--- src/design/tal_pkg.sv ---
// Package for the tree ancestor / LCA engine.
// Sizes, transaction types, memory request structs and address helpers.
// No dependencies.
package tal_pkg;

  localparam int NODES     = 1024;
  localparam int LEVELS    = 10;
  localparam int NODE_W    = 10;
  localparam int DEP_W     = 10;
  localparam int LEN_W     = 11;
  localparam int NODE_AW   = $clog2(NODES);
  localparam int TAB_DEPTH = NODES * LEVELS;
  localparam int TAB_AW    = $clog2(TAB_DEPTH);
  localparam int LVL_W     = (LEVELS > 1) ? $clog2(LEVELS) : 1;
  localparam logic [DEP_W-1:0] DEPTH_MAX = {DEP_W{1'b1}};

  localparam logic REQ_INSERT = 1'b0;
  localparam logic REQ_QUERY  = 1'b1;

  typedef struct packed {
    logic              req_type;
    logic [NODE_W-1:0] node_a;
    logic [NODE_W-1:0] node_b;
  } req_t;

  typedef struct packed {
    logic [NODE_W-1:0] ancestor_node;
    logic [LEN_W-1:0]  path_length;
  } res_t;

  typedef struct packed {
    logic              we;
    logic [TAB_AW-1:0] waddr;
    logic [NODE_W-1:0] wdata;
    logic [TAB_AW-1:0] raddr_a;
    logic [TAB_AW-1:0] raddr_b;
  } tab_req_t;

  typedef struct packed {
    logic               we;
    logic [NODE_AW-1:0] waddr;
    logic [DEP_W-1:0]   wdata;
    logic [NODE_AW-1:0] raddr_a;
    logic [NODE_AW-1:0] raddr_b;
  } dep_req_t;

  function automatic logic [NODE_W-1:0] clip_node(input logic [NODE_W-1:0] n);
    return (int'(n) < NODES) ? n : '0;
  endfunction

  function automatic logic [NODE_AW-1:0] dep_addr(input logic [NODE_W-1:0] n);
    return NODE_AW'(n);
  endfunction

  function automatic logic [TAB_AW-1:0] tab_addr(input logic [NODE_W-1:0] n,
                                                 input logic [LVL_W-1:0] lvl);
    return TAB_AW'(TAB_AW'(n) * TAB_AW'(LEVELS) + TAB_AW'(lvl));
  endfunction

endpackage

--- src/design/tal_seq.sv ---
// Sequencer and datapath of the LCA engine: insert row build, depth
// equalize, binary-lifting search, path length. Depends on tal_pkg.
module tal_seq (
  input  logic                          clk,
  input  logic                          rst,
  input  logic                          in_valid,
  output logic                          in_ready,
  input  tal_pkg::req_t                 in_data,
  output tal_pkg::tab_req_t             tab_req,
  input  logic [tal_pkg::NODE_W-1:0]    tab_rdata_a,
  input  logic [tal_pkg::NODE_W-1:0]    tab_rdata_b,
  output tal_pkg::dep_req_t             dep_req,
  input  logic [tal_pkg::DEP_W-1:0]     dep_rdata_a,
  input  logic [tal_pkg::DEP_W-1:0]     dep_rdata_b,
  input  logic                          slot_free,
  output logic                          res_valid,
  output tal_pkg::res_t                 res
);
  import tal_pkg::*;

  localparam logic [3:0] S_IDLE = 4'd0;
  localparam logic [3:0] S_IDEP = 4'd1;
  localparam logic [3:0] S_IRD  = 4'd2;
  localparam logic [3:0] S_IWR  = 4'd3;
  localparam logic [3:0] S_QDEP = 4'd4;
  localparam logic [3:0] S_LIFT = 4'd5;
  localparam logic [3:0] S_LWT  = 4'd6;
  localparam logic [3:0] S_CHK  = 4'd7;
  localparam logic [3:0] S_JRD  = 4'd8;
  localparam logic [3:0] S_JCMP = 4'd9;
  localparam logic [3:0] S_FRD  = 4'd10;
  localparam logic [3:0] S_FWT  = 4'd11;
  localparam logic [3:0] S_LEN  = 4'd12;
  localparam logic [3:0] S_DONE = 4'd13;

  localparam logic [LVL_W-1:0] LVL_TOP = LVL_W'(LEVELS - 1);

  logic [3:0]        state, state_next;
  logic [LVL_W-1:0]  lvl, lvl_next;
  logic [NODE_W-1:0] cur, cur_next;
  logic [NODE_W-1:0] mid, mid_next;
  logic [NODE_W-1:0] u, u_next;
  logic [NODE_W-1:0] v, v_next;
  logic [LEVELS-1:0] diff, diff_next;
  logic [LEN_W-1:0]  dsum, dsum_next;
  res_t              res_next;

  // zero flags: node 0 rows are never written and read as zero
  logic              zta, ztb, zda, zdb;
  logic [NODE_W-1:0] tna, tnb, dna, dnb;
  logic [LVL_W-1:0]  tla, tlb;

  logic [NODE_W-1:0] ta, tb;
  logic [DEP_W-1:0]  da, db;
  logic [NODE_W-1:0] qa, qb;
  logic [DEP_W:0]    dinc;
  logic [LEN_W-1:0]  two_da;

  assign ta = zta ? '0 : tab_rdata_a;
  assign tb = ztb ? '0 : tab_rdata_b;
  assign da = zda ? '0 : dep_rdata_a;
  assign db = zdb ? '0 : dep_rdata_b;
  assign qa = clip_node(in_data.node_a);
  assign qb = clip_node(in_data.node_b);
  assign dinc   = {1'b0, da} + (DEP_W+1)'(1);
  assign two_da = {da, 1'b0};

  assign in_ready  = (state == S_IDLE);
  assign res_valid = (state == S_DONE) && slot_free;

  always_comb begin
    state_next = state;
    lvl_next   = lvl;
    cur_next   = cur;
    mid_next   = mid;
    u_next     = u;
    v_next     = v;
    diff_next  = diff;
    dsum_next  = dsum;
    res_next   = res;
    tna = '0;
    tnb = '0;
    tla = '0;
    tlb = '0;
    dna = '0;
    dnb = '0;
    tab_req.we    = 1'b0;
    tab_req.waddr = tab_addr(cur, lvl);
    tab_req.wdata = mid;
    dep_req.we    = 1'b0;
    dep_req.waddr = dep_addr(cur);
    dep_req.wdata = (dinc > (DEP_W+1)'(DEPTH_MAX)) ? DEPTH_MAX : dinc[DEP_W-1:0];
    case (state)
      S_IDLE: begin
        if (in_valid) begin
          if (in_data.req_type == REQ_INSERT) begin
            if (in_data.node_a != '0 && int'(in_data.node_a) < NODES) begin
              cur_next      = in_data.node_a;
              mid_next      = qb;
              lvl_next      = LVL_W'(1);
              tab_req.we    = 1'b1;
              tab_req.waddr = tab_addr(in_data.node_a, '0);
              tab_req.wdata = qb;
              dna           = qb;
              state_next    = S_IDEP;
            end
          end else begin
            u_next = qa;
            v_next = qb;
            if (qa == qb) begin
              res_next.ancestor_node = qa;
              res_next.path_length   = '0;
              state_next             = S_DONE;
            end else begin
              dna        = qa;
              dnb        = qb;
              state_next = S_QDEP;
            end
          end
        end
      end
      S_IDEP: begin
        dep_req.we = 1'b1;
        if (LEVELS == 1) begin
          state_next = S_IDLE;
        end else begin
          tna        = mid;
          tla        = lvl - LVL_W'(1);
          state_next = S_IWR;
        end
      end
      S_IRD: begin
        tna        = mid;
        tla        = lvl - LVL_W'(1);
        state_next = S_IWR;
      end
      S_IWR: begin
        tab_req.we    = 1'b1;
        tab_req.wdata = ta;
        mid_next      = ta;
        if (lvl == LVL_TOP) begin
          state_next = S_IDLE;
        end else begin
          lvl_next   = lvl + LVL_W'(1);
          state_next = S_IRD;
        end
      end
      S_QDEP: begin
        dsum_next = LEN_W'(da) + LEN_W'(db);
        if (da < db) begin
          u_next    = v;
          v_next    = u;
          diff_next = LEVELS'(db - da);
        end else begin
          diff_next = LEVELS'(da - db);
        end
        lvl_next   = LVL_TOP;
        state_next = S_LIFT;
      end
      S_LIFT: begin
        if (diff[lvl]) begin
          tna        = u;
          tla        = lvl;
          state_next = S_LWT;
        end else if (lvl == '0) begin
          state_next = S_CHK;
        end else begin
          lvl_next = lvl - LVL_W'(1);
        end
      end
      S_LWT: begin
        u_next = ta;
        if (lvl == '0) begin
          state_next = S_CHK;
        end else begin
          lvl_next   = lvl - LVL_W'(1);
          state_next = S_LIFT;
        end
      end
      S_CHK: begin
        if (u == v) begin
          res_next.ancestor_node = u;
          dna                    = u;
          state_next             = S_LEN;
        end else begin
          lvl_next   = LVL_TOP;
          tna        = u;
          tla        = LVL_TOP;
          tnb        = v;
          tlb        = LVL_TOP;
          state_next = S_JCMP;
        end
      end
      S_JRD: begin
        tna        = u;
        tla        = lvl;
        tnb        = v;
        tlb        = lvl;
        state_next = S_JCMP;
      end
      S_JCMP: begin
        if (ta != tb) begin
          u_next = ta;
          v_next = tb;
        end
        if (lvl == '0) begin
          state_next = S_FRD;
        end else begin
          lvl_next   = lvl - LVL_W'(1);
          state_next = S_JRD;
        end
      end
      S_FRD: begin
        tna        = u;
        tla        = '0;
        state_next = S_FWT;
      end
      S_FWT: begin
        res_next.ancestor_node = ta;
        dna                    = ta;
        state_next             = S_LEN;
      end
      S_LEN: begin
        res_next.path_length = (dsum < two_da) ? '0 : dsum - two_da;
        state_next           = S_DONE;
      end
      S_DONE: begin
        if (slot_free) begin
          state_next = S_IDLE;
        end
      end
      default: begin
        state_next = S_IDLE;
      end
    endcase
    tab_req.raddr_a = tab_addr(tna, tla);
    tab_req.raddr_b = tab_addr(tnb, tlb);
    dep_req.raddr_a = dep_addr(dna);
    dep_req.raddr_b = dep_addr(dnb);
  end

  always_ff @(posedge clk) begin
    if (rst) begin
      state <= S_IDLE;
    end else begin
      state <= state_next;
    end
    lvl  <= lvl_next;
    cur  <= cur_next;
    mid  <= mid_next;
    u    <= u_next;
    v    <= v_next;
    diff <= diff_next;
    dsum <= dsum_next;
    res  <= res_next;
    zta  <= (tna == '0);
    ztb  <= (tnb == '0);
    zda  <= (dna == '0);
    zdb  <= (dnb == '0);
  end

endmodule
--- config.mk ---
export PLATFORM = sky130hd
export DESIGN_NAME = tal_seq
export DESIGN_NICKNAME = d
export VERILOG_FILES = /design/src/design/tal_pkg.sv /design/src/design/tal_seq.sv
export SDC_FILE = /design/constraint.sdc
export NUM_CORES = 1
export LEC_CHECK = 0
export BUFFER_PORTS_ARGS = -buffer_cell sky130_fd_sc_hd__buf_4
export CAP_MARGIN = 20
export CORE_MARGIN = 10
export CORE_UTILIZATION = 25
export CTS_CLUSTER_DIAMETER = 50
export DETAILED_ROUTE_END_ITERATION = 16
export MAX_ROUTING_LAYER = met4
export PLACE_DENSITY = 0.5
export SYNTH_ARGS = -nofsm -noshare
export SYNTH_HDL_FRONTEND = slang
export SYNTH_SLANG_ARGS = --single-unit
--- constraint.sdc ---
create_clock -name clk -period 8.85 [get_ports clk]
set_input_delay 0.885 -clock clk [delete_from_list [all_inputs] [get_ports clk]]
set_output_delay 0.885 -clock clk [all_outputs]
set_load 0.05 [all_outputs]
* Word-level counts from Yosys, hierarchy flattened
Cells that the tools add are included.
Word-level totals: register bits after elaboration 94, input port bits 65, output and inout port bits 117, logic and storage cells 163
Operators by class: $add $sub $neg 10, multipliers 4, magnitude comparators 4, equal/unequal tests 31, multiplexer cells 74, bitwise logic cells 1, reductions and logical operators 25
Operators by type and width (count):
- $mux 10 | 30
- $pmux 10 s3 | 3
- $pmux 10 s4 | 2
- $mux 25 | 3
- $mux 21 | 3
- $mux 4 | 15
- $pmux 10 s2 | 3
- $mul 10x3->13 const B | 4
- $pmux 4 s13 | 1
- $add 14x4->14 | 3
- $logic_not 10->1 | 4
- $eq 4x4->1 const B | 7
- $pmux 4 s6 | 1
- $pmux 11 s2 | 1
- $eq 10x10->1 | 2
- $sub 10x10->10 | 2
- $ne 2x2->1 const B | 9
- $eq 4x3->1 const B | 4
- $pmux 4 s4 | 1
- $reduce_and 4->1 | 4
- $reduce_and 5->1 | 3
- $mux 14 | 1
- $add 10x1->11 const B | 1
- $add 10x10->11 | 1
- 30 further kinds | 41

* Depth between registers and ports, before layout
depth after elaboration 6, depth in mapped cells 19, gate-level depth less buffers 18

* Worst setup path before layout
OpenSTA, ideal clock, no wires.
path kind flip-flop to output port, start point register lvl[0], end point output port tab_req[25] (netlist name), arrival time 4774 ps, data required time 7965 ps, slack 3191 ps, stages on the path, launching flop included 15, buffers on the path 1, path through edfxtp_1 -> mux4_2 -> a2bb2oi_1 -> a21o_1 -> a211o_1 -> clkbuf_1 -> a22o_1 -> ha_1 -> ha_1 -> fa_1 -> xnor2_1 -> or3b_2 -> nor3b_1 -> nand3_1 -> xnor2_1
RTL lines:
- start: declaration | line tal_seq.sv:39 | logic [LVL_W-1:0] lvl, lvl_next;
- start signal: assignment | line tal_seq.sv:248 | lvl <= lvl_next;
- end: declaration | line tal_seq.sv:9 | output tal_pkg::tab_req_t tab_req,

==> results summary <==
Setup violations remaining at the end of the flow were counted as 0. The ratio of total power to cell area came out at 336 mW/mm^2. The run finished with clean final reports.

The required arrival time at the worst endpoint came out at 7.97 ns. Relative to the synthesized area, the layout overhead comes to 22.5%. The number of antenna violations at the first check in global routing is 1.

The horizontal die dimension is 220 um. The number of sinks handled by clock tree synthesis is 93. The largest net degree at the start of global routing came out at 59. The utilization of the core after routing came out at 0.309.

The final cell area excluding filler cells came out at 0.0122 sq mm. For this run, the post-layout net count is 1492. The multi-input combinational cells in the finished layout cover a total of 0.00680 sq mm. The placed instances occupy a cell area of 0.0119 sq mm. The clock insertion delay at the later pin of the skew report came out at 0.36 ns.

For this run, the number of Yosys warnings is 0. The number of setup buffers added after CTS is 0. The total number of H-tree levels came out at 3. Pin placement for this block handled 182 I/O pins.

The worst setup path is of the flip-flop to output pin kind. The overall power of the completed layout is 4100 uW. The tightest min-delay check is of the flip-flop to flip-flop type. The async set-reset flop share out of synthesis came out at 0. The routed design has 36600 um of wire. After legalization and detailed placement, the total HPWL measured 29700 um.

The clock tree skew after final layout is 0.0102 ns. The count of routing violations after the opening detailed-route iteration came out at 618. The logic depth of the worst register-to-register path is 11. The placer congestion estimate came out at 0.890. The share of the Yosys chip area taken by registers is 0.272. In this run, synthesis inferred 85 flip-flops with an integrated enable. The final-report hold violation count is 0. Static timing analysis puts the maximum clock frequency at 0.153 GHz. The most used flip-flop cell after synthesis is edfxtp_1. The worst voltage drop across the vdd grid came out at 0.000243 V. The vias per cell is 5.00. In the final routed layout, each cell accounts on average for 19.9 um. The die area is 0.0482 sq mm.

Leaving out fill and tap cells, the most frequent cell in the layout is buf_4. The first-pass GRT wire length is 54400 um. The effective utilization at floorplan is 0.252. The cell area after synthesis is 0.00996 sq mm. The height of the chip came out at 220 um. The number of nets in the synthesized netlist is 1331. Setup repair after global routing left no endpoint under its margin. The all-layer global routing usage came out at 0.150. The number of max-cap violations came out at 0. The total global routing overflow is 0. In this run the remaining antenna-violating nets after routing total 0. STA classifies the critical path startpoint as a flip-flop. The number of port buffers is 181.

The area taken by flip-flops and latches came out at 0.00271 sq mm. The minimum clock period after layout came out at 6.56 ns. The clock-pin slew on the worst setup and hold paths is 0.07 ns. The placeable core region came out at 0.0395 sq mm. The terminus of the critical flop-to-flop path is diff[8]. The gate count after technology mapping is 1142.

The length of the first detailed-routing pass in iterations is 6. The worst-margin pin slew is 0.956 ns. The arrival time of the worst setup path came out at 5.67 ns. The via count of the first global-routing pass was 8919.

The root buffer cell chosen for the clock tree is clkbuf_16. The static leakage is 0.00549 uW. The ratio of cells with drive above 1 in the final layout is 0.176. The worst hold path terminates at res[0]. The period utilization came out at 0.741. The number of synthesized register bits came out at 93. The worst register-to-register path begins at zda.

The number of buffers inserted by hold repair at cts is 0. The count of standard-cell rows is 73. Counting the buffers created by CTS gives 9.

The register-to-register path setup slack is 4.99 ns. In the layout the commonest cells are buf_4 (195), ha_1 (113), nand2_1 (97). The setup TNS came out at 0 ns. After filler insertion, the fill cell instance count of the layout stands at 4174.

The longest clock path from root to sink contains 2 buffers. After synthesis, the netlist uses 72 different library cells. The worst setup path is captured at an output pin.

Headroom to the max-slew limit came out at 0.359. TritonCTS built the clock tree. The worst hold path begins at diff[0]. The maximum fanout along the worst path is 13. The count of cells along the worst hold path came out at 2. Once the clock tree was built, the resizer swapped 0 gates to a different size.

For this run, design rule violations remaining after detail routing come to 0. The final hold slack is 0.641 ns. The total via count after detailed routing came out at 9167.

Each instance of the synthesized netlist takes up on average 8.72 sq um. The max-slew violation total from the final report is 0.
==> critical path: stages (launching register included) <==
cell	delay (ns)
edfxtp_1	0.72
mux4_2	0.58
a2bb2oi_1	0.17
a21o_1	0.19
a211o_1	0.45
a22o_1	0.30
ha_1	0.29
ha_1	0.23
fa_1	0.42
xnor2_1	0.17
or3b_2	0.52
nor3b_1	0.33
nand3_1	0.16
nand2b_1	0.19
o31ai_1	0.21
a221o_1	0.19
buf_4	0.20
==> state kept, by name, indices dropped and copies added, names as in the netlist <==
register  flops
zdb           1
v            10
cur          10
mid          10
zta           1
u            10
lvl           4
res          21
zda           1
dsum         10
ztb           1
diff         10
state         4
==> synthesized netlist by cell type (6+ instances only) <==
library cell	number	area [sq um]
ha_1	113	1410
nand2_1	97	364
nor2_1	89	334
edfxtp_1	85	2550
xnor2_1	72	631
inv_1	71	267
a21oi_1	61	305
o21ai_0	52	260
nand2b_1	42	263
clkbuf_1	38	143
a21o_1	37	278
nor2b_1	34	213
xor2_1	33	289
a221o_1	30	300
nor3_1	30	150
nand3_1	27	135
and2_1	17	106
a22oi_1	13	97.6
o21bai_1	12	90.1
fa_1	11	220
nor4_1	11	68.8
a221oi_1	10	87.6
a22o_1	10	87.6
a31oi_1	10	62.6
mux2i_1	10	100
nand4_1	10	62.6
dfxtp_1	8	160
o21a_1	8	60.1
o22ai_1	6	37.5
==> power breakdown <==
group	switching [uW]	total [uW]	internal, uW
logic	1840	2820	972
registers	214	893	680
clock network	197	395	198
total	2250	4100	1850
==> kinds of logic after synthesis <==
logic type | after synthesis | share of synthesized area
and+or+nand+nor | 389 | 0.196
xor gates and xnor gates | 106 | 0.0939
buffers and inverters | 118 | 0.0472
AOI/OAI and AO/OA | 299 | 0.212
DFF | 93 | 0.272
adders and majority gates | 124 | 0.164
muxes | 13 | 0.0146
==> stage by stage <==
stage               std cells  setup slack, ns
global placement         1810             2.45
detailed placement       1812             2.30
global route             1834             2.05
finish                   1834             2.29
CTS                      1828             1.89
floorplan                1142             3.19
==> worst max-delay path by stage <==
stage | depth (start not counted) | slack (ns) | start | to
2_1_floorplan | 14 | 3.19 | lvl[0] | tab_req[25]
4_1_cts | 16 | 1.89 | state[1] | tab_req[27]
3_5_place_dp | 16 | 2.30 | state[1] | tab_req[27]
5_1_grt | 16 | 2.05 | lvl[0] | tab_req[27]
6_report | 16 | 2.29 | lvl[0] | tab_req[27]
3_3_place_gp | 16 | 2.45 | state[1] | tab_req[27]
==> layer usage <==
layer,share of wire,vias to the layer above,GRT usage
li1,-,4492,-
met1,0.44,4336,0.185
met2,0.48,302,0.250
met3,0.062,37,0.0266
met4,0.018,0,0.0361
met5,0,-,-
==> area by class of cell <==
type / instances / share of cell area
clock buffer: 9 / 0.0185
inverter: 71 / 0.0218
sequential: 93 / 0.222
tap: 525 / 0.0538
clock inverter: 7 / 0.00543
multi-input combinational: 931 / 0.557
antenna: 1 / 0.000205
timing repair buffer: 197 / 0.121
Power figures use the tool's default switching activity.
